**config.mk**
```make
export PLATFORM = sky130hd
export DESIGN_NAME = sspv_isqrt
export DESIGN_NICKNAME = d
export VERILOG_FILES = /design/src/sv/solid_sdf_phi_velocity_defines.svh /design/src/sv/sspv_isqrt.sv
export SDC_FILE = /design/constraint.sdc
export NUM_CORES = 2
export LEC_CHECK = 0
export BUFFER_PORTS_ARGS = -buffer_cell sky130_fd_sc_hd__buf_2
export CORE_ASPECT_RATIO = 0.6
export CORE_MARGIN = 2
export CORE_UTILIZATION = 65
export CTS_BUF_LIST = sky130_fd_sc_hd__clkbuf_8
export DETAILED_ROUTE_END_ITERATION = 12
export PLACE_DENSITY_LB_ADDON = 0.3
export SLEW_MARGIN = 15
export SYNTH_ARGS = -nofsm -noshare
export SYNTH_HDL_FRONTEND = slang
export SYNTH_SLANG_ARGS = --single-unit
```
**constraint.sdc**
```tcl
create_clock -name clk -period 5.5 [get_ports clk]
set_input_delay 0.275 -clock clk [delete_from_list [all_inputs] [get_ports clk]]
set_output_delay 0.275 -clock clk [all_outputs]
set_load 0.02 [all_outputs]
```
**src/sv/solid_sdf_phi_velocity_defines.svh**
```systemverilog
// ----------------------------------------------------------------------------
// Assertion macros for the solid distance and velocity block
// Shared checks, clocked on the rising edge and held off during reset.
// ----------------------------------------------------------------------------
`ifndef SOLID_SDF_PHI_VELOCITY_DEFINES_SVH
`define SOLID_SDF_PHI_VELOCITY_DEFINES_SVH

// Consequent must hold in the cycle after the antecedent.
`define SSPV_ASSERT_NEXT(name, clk, rst, ante, cons) \
  name: assert property (@(posedge clk) disable iff (rst) (ante) |=> (cons)) \
    else $error("sspv: next-cycle check failed");

// Consequent must hold in the same cycle as the antecedent.
`define SSPV_ASSERT_SAME(name, clk, rst, ante, cons) \
  name: assert property (@(posedge clk) disable iff (rst) (ante) |-> (cons)) \
    else $error("sspv: same-cycle check failed");

`endif

```
**src/sv/sspv_isqrt.sv**
```systemverilog
// ----------------------------------------------------------------------------
// sspv_isqrt
// Pipelined floor square root, one result bit per stage, with sideband.
// ----------------------------------------------------------------------------
module sspv_isqrt #(
  parameter int IN_W   = 58,
  parameter int ROOT_W = 29,
  parameter int SIDE_W = 8
) (
  input  logic              clk,
  input  logic              rst,
  input  logic              en,
  input  logic              in_vld,
  input  logic [IN_W-1:0]   radicand,
  input  logic [SIDE_W-1:0] side_in,
  output logic              out_vld,
  output logic [ROOT_W-1:0] root,
  output logic [SIDE_W-1:0] side_out
);

  logic [IN_W-1:0]   rem_q  [ROOT_W+1];
  logic [ROOT_W-1:0] root_q [ROOT_W+1];
  logic [SIDE_W-1:0] side_q [ROOT_W+1];
  logic [ROOT_W:0]   vld_q;

  assign rem_q[0]  = radicand;
  assign root_q[0] = '0;
  assign side_q[0] = side_in;
  assign vld_q[0]  = in_vld;

  for (genvar k = 0; k < ROOT_W; k++) begin : g_stg
    localparam int B = ROOT_W - 1 - k;
    logic [IN_W-1:0] trial;
    logic            take;

    assign trial = (IN_W'(root_q[k]) << (B + 1)) | (IN_W'(1) << (2 * B));
    assign take  = rem_q[k] >= trial;

    // Advance valid
    always_ff @(posedge clk) begin
      if (rst) begin
        vld_q[k+1] <= 1'b0;
      end else if (en) begin
        vld_q[k+1] <= vld_q[k];
      end
    end

    // Try one root bit
    always_ff @(posedge clk) begin
      if (en) begin
        rem_q[k+1]  <= take ? rem_q[k] - trial : rem_q[k];
        root_q[k+1] <= take ? root_q[k] | (ROOT_W'(1) << B) : root_q[k];
        side_q[k+1] <= side_q[k];
      end
    end
  end

  assign out_vld  = vld_q[ROOT_W];
  assign root     = root_q[ROOT_W];
  assign side_out = side_q[ROOT_W];

endmodule

```
# Word level (Yosys, flattened, before mapping)
# Index checks and enable logic that the tools add are counted.
[word_totals]
ff_bits = 2726
input_bits = 70
out_inout_bits = 38
word_cells = 229
[op_classes]
add_sub_neg = 28
n_lt_le_gt_ge = 29
n_mux = 29
[op_table]
columns = ["op", "n"]
rows = [
  ["58-bit 2-to-1 mux", 28],
  ["58-bit by 30-bit greater-or-equal comparator with 1-bit output", 1],
  ["58-bit by 31-bit greater-or-equal comparator with 1-bit output", 1],
  ["58-bit by 32-bit greater-or-equal comparator with 1-bit output", 1],
  ["58-bit by 33-bit greater-or-equal comparator with 1-bit output", 1],
  ["58-bit by 34-bit greater-or-equal comparator with 1-bit output", 1],
  ["58-bit by 35-bit greater-or-equal comparator with 1-bit output", 1],
  ["58-bit by 36-bit greater-or-equal comparator with 1-bit output", 1],
  ["58-bit by 37-bit greater-or-equal comparator with 1-bit output", 1],
  ["58-bit by 38-bit greater-or-equal comparator with 1-bit output", 1],
  ["58-bit by 39-bit greater-or-equal comparator with 1-bit output", 1],
  ["58-bit by 40-bit greater-or-equal comparator with 1-bit output", 1],
  ["58-bit by 41-bit greater-or-equal comparator with 1-bit output", 1],
  ["58-bit by 42-bit greater-or-equal comparator with 1-bit output", 1],
  ["58-bit by 43-bit greater-or-equal comparator with 1-bit output", 1],
  ["58-bit by 44-bit greater-or-equal comparator with 1-bit output", 1],
  ["58-bit by 45-bit greater-or-equal comparator with 1-bit output", 1],
  ["58-bit by 46-bit greater-or-equal comparator with 1-bit output", 1],
  ["58-bit by 47-bit greater-or-equal comparator with 1-bit output", 1],
  ["58-bit by 48-bit greater-or-equal comparator with 1-bit output", 1],
  ["58-bit by 49-bit greater-or-equal comparator with 1-bit output", 1],
  ["58-bit by 50-bit greater-or-equal comparator with 1-bit output", 1],
  ["58-bit by 51-bit greater-or-equal comparator with 1-bit output", 1],
  ["58-bit by 52-bit greater-or-equal comparator with 1-bit output", 1],
  ["other kinds (35)", 35],
]

# Logic depth before layout (Yosys ltp)
[logic_depth]
word_depth = 2
depth_mapped = 14
ltp_nobuf = 12

# Worst setup path after synthesis
# Ideal clock, no wire load.
[synth_path]
kind = "register -> register"
start = "register rem_q[251] (netlist name)"
end = "register rem_q[217] (netlist name), data pin"
setup_ns = 0.258
t_arrival_ns = 3.148
setup_slack_ns = 2.095
path_stages_with_launch = 13
n_path_buf = 2
synth_period_minus_slack_ns = 3.405
cell_sequence = "edfxtp_1 ha_1 buf_2 a211oi_1 o211a_1 a221o_1 a31o_2 a211oi_1 nor3b_2 or4_1 buf_4 or4_1 xnor2_1"
[synth_between]
elab_chain_len = 2
[synth_lines]
columns = ["item", "line_no", "rtl"]
rows = [
  ["start: declaration", "sspv_isqrt.sv:21", "logic [IN_W-1:0] rem_q [ROOT_W+1];"],
  ["start signal: indexed assignment", "sspv_isqrt.sv:51", "rem_q[k+1] <= take ? rem_q[k] - trial : rem_q[k];"],
  ["58-bit by 33-bit subtractor with 58-bit output or 58-bit by 33-bit greater-or-equal comparator with 1-bit output (tied branches)", "sspv_isqrt.sv:51, sspv_isqrt.sv:37", ""],
  ["58-bit 2-to-1 mux *", "sspv_isqrt.sv:51", ""],
]
# Every way passes the cells marked *; elsewhere a longest branch is shown, timed or not.
# A chain may end at the register's enable or synchronous reset.

# Final worst setup path
[layout_path]
start = "register rem_q[529] (netlist name)"
end = "register rem_q[518] (netlist name), data pin"
[layout_between]
elab_chain_len = 2
[layout_lines]
columns = ["item", "line_no"]
rows = [
  ["58-bit by 38-bit subtractor with 58-bit output or 58-bit by 38-bit greater-or-equal comparator with 1-bit output (tied branches)", "sspv_isqrt.sv:51, sspv_isqrt.sv:37"],
  ["58-bit 2-to-1 mux *", "sspv_isqrt.sv:51"],
]
# Marked as above.

==> summary.txt <==
Critical path
  – Buf+Inv Stages, Crit Path: 1
  – Critical path capture point type: register
  – CP peak stage delay: 1.01 ns
  – CP arrival: approximately 5.5 ns
  – Req. time, crit path: a little over 6 ns
  – CP startpoint kind: register
  – CP delay by family, top: simple AND/OR/NAND/NOR gates
  – Most Frequent Cell on Critical Path: nor4_1
  – Crit-path slowest cell: nor4_1
  – Critical path type: register to register
  – CP max FO: 41
  – Crit path cell chain: nor4_1, nand4_1, nor4_1, a221oi_1, o31ai_4, buf_4, nand2_1, o21bai_1, nor4_1, xor2_1

Layout
  – Layout cells sized above 1: just under 9%
  – Fill count: approximately 11000
  – Register area: between 60000 and 70000 µm²
  – Most common cell after layout, fill and taps aside: edfxtp_1
  – Area growth, synth to finish: 10.2%
  – Multi-input logic area: between 30000 and 40000 µm²
  – Layout Cells excl Fill: 11100
  – Nets: 9178
  – Most frequent cells in the layout: edfxtp_1, inv_1, nor2_1

Synth
  – Post-synth EDFFs: 2291
  – Synth top area share: between 60% and 70%
  – Simple logic cell fraction of the synthesized area: between 10% and 20%
  – Post-synth cell types: 93
  – Adder-cell share of the synthesized area: 5.40%
  – Asr flop ratio synth: 0%
  – Compound-Gate Fraction of Synth Area: roughly 8.3%
  – Avg Inst Size Synth: between 10 and 15 µm²
  – FF+latch count, synth: ~2300
  – Synth top area cells: edfxtp_1, ha_1, xnor2_1
  – Combinational family with the most area after synthesis: simple AND/OR/NAND/NOR gates
  – Post-Syn Instances: approximately 8000
  – Synthesized net count: 8688
  – Prevailing post-synth register cell: edfxtp_1
  – Yosys warnings: 0
  – Post-Syn Area: ~110000 µm²
  – Post-synthesis mux area share: 1.33%
  – Yosys top cell by area: edfxtp_1
  – Sequential share of the synthesized area: between 60% and 70%
  – XOR/XNOR Fraction of Synth Area: about 6%

Clock network
  – Root buf cell: clkbuf_8
  – CTS tree: yes
  – TritonCTS Buffers: about 340
  – H-tree depth: 5
  – Clock Sinks: 2320
  – Clock buffer depth: 4
  – Clock Latency Late Sink: roughly 0.97 ns
  – Worst-path clk slew: ~0.08 ns
  – Post_cts resized: 0

Placement
  – HPWL after DPL: ~200 mm
  – RD Place Congestion: 1.02
  – Dpl cells: 10300
  – Port buffer count: between 100 and 150

Route
  – DR pass1 iterations: 8
  – DRC Markers: 0
  – Initial DRC Count: approximately 11000
  – Vias per inst: roughly 6.4
  – Post-DR wirelength/cell: 25.5 µm
  – Final wirelength: between 200 and 300 mm
  – Post-DRT Antenna Nets: 0
  – Via count: 70900

Floorplanning
  – Die height: 318 µm
  – Num rows: between 100 and 150
  – Die width: 527 µm
  – I/O pin count: approximately 110
  – Initial cell density of the core: ~65%
  – Total core area: around 160000 µm²
  – Die area: around 170000 µm²

Power and ir drop
  – Pwr dens: 402 nW/µm²
  – Max rail drop VDD: just under 0.0003 V
  – LEAKAGE: 44.5 nW

Flow run
  – Max_cap viols: 0

GRT
  – Initial antenna violation count: 12
  – Vias in the first global route: 65400
  – Largest net degree at the start of global routing: between 200 and 250
  – Grt total ovfl: 0
  – First-pass GRT wire length: 417 mm
  – Total GRT Usage: ~33%

Timing
  – Final Hold Fails: 0
  – Max-slew headroom: between 10% and 20%
  – Finish-stage setup viols: 0
  – Highest clock rate: around 210 MHz
  – Tmin final: 4.87 ns
  – Fin Clk Skew: ~0.077 ns
  – Slew @ Worst Pin: 1.19 ns
  – Post-route setup TNS: 0 ns
  – RSZ-0062 raised after global routing: no
  – Period utilization: about nine tenths
  – Fin. max-slew vios: 0

Run status
  – Status: complete, no violations

Min path
  – Worst min path class: input pin to register
## per-stage QoR
| step | util (%) | hold WS [ns] | instance area [µm²] | setup slack (ns) | power [W] |
|---|---|---|---|---|---|
| 2_1_floorplan | - | 0.374 | 107000 | 2.09 | 0.0303 |
| 3_3_place_gp | 67.3 | 0.400 | 110000 | 0.307 | 0.0336 |
| 3_5_place_dp | 67.4 | 0.405 | 110000 | 0.808 | 0.0339 |
| 4_1_cts | 71.9 | 0.00564 | 118000 | 0.798 | 0.0469 |
| 5_1_grt | 71.9 | 0.0480 | 118000 | 0.494 | 0.0492 |
| 6_report | 71.9 | 0.0831 | 118000 | 0.631 | 0.0473 |
## kinds of logic after synthesis
kind of cell,Yosys count
xor+xnor,716
compound gates,1440
mux,130
flops,2320
fa+ha+maj,460
simple gates,2365
buf+inv,727
## layout make-up
type                       instances  area share, %
sequential                      2320           59.0
multi-input combinational       5111           29.4
clock buffer                     346           4.05
tap                             2164           2.30
timing repair buffer             321           2.29
inverter                         558           1.78
clock inverter                   242           1.14
antenna                            4        0.00851
## metal layers
layer,vias up,global-route usage [%],wire length [µm]
li1,31600,-,-
met1,34400,57.1,133000
met2,4487,36.7,96100
met3,397,15.5,48500
met4,4,6.30,4550
met5,-,0,22
## worst register-to-register path: cells and delay by family, from the launching register on
| kind | cells | cell delay [ns] |
|---|---|---|
| AND/OR/NAND/NOR | 5 | 2.81 |
| AO/OA/AOI/OAI | 3 | 0.83 |
| buffers and inverters | 1 | 0.48 |
| flip-flops | 1 | 0.38 |
| XOR/XNOR | 1 | 0.13 |
## power breakdown
group | switching (W) | internal (W)
sequential | 0.00179 | 0.0222
combinational | 0.00630 | 0.00394
clock | 0.00674 | 0.00635
total | 0.0148 | 0.0325
## Yosys cell counts, types with 82 or more instances
cell         n
o21a_1      82
xnor2_1    374
nand2_1    465
nand4_1    118
nor3_1     228
a21o_1     159
nand2b_1    91
nand3_1    142
a21oi_1    535
nor4_1     271
mux2_2      90
o21ai_0    309
ha_1       460
inv_1      554
clkbuf_1   128
edfxtp_1  2291
xor2_1     342
nor2_1     610
## state kept, by name (all words and copies together), names as in the netlist
name	count
root	29
side_q	224
vld_q	28
out_vld	1
g_stg.trial	406
side_out	8
rem_q	1624
## what timing repair did
action / in CTS / in global routing
setup buffers: 0 / 0
hold endpoints to repair: 193 / 0
hold buffers: 134 / 0
## final timing paths
path / start / to / slack (ns) / depth (start not counted)
min reg2reg: side_q[23] / side_q[15] / 0.38 / 0
max reg2reg: rem_q[529] / rem_q[518] / 0.63 / 10
min: radicand[51] / rem_q[1675] / 0.08 / 2
max: rem_q[529] / rem_q[518] / 0.63 / 10
Power figures use the tool's default switching activity.
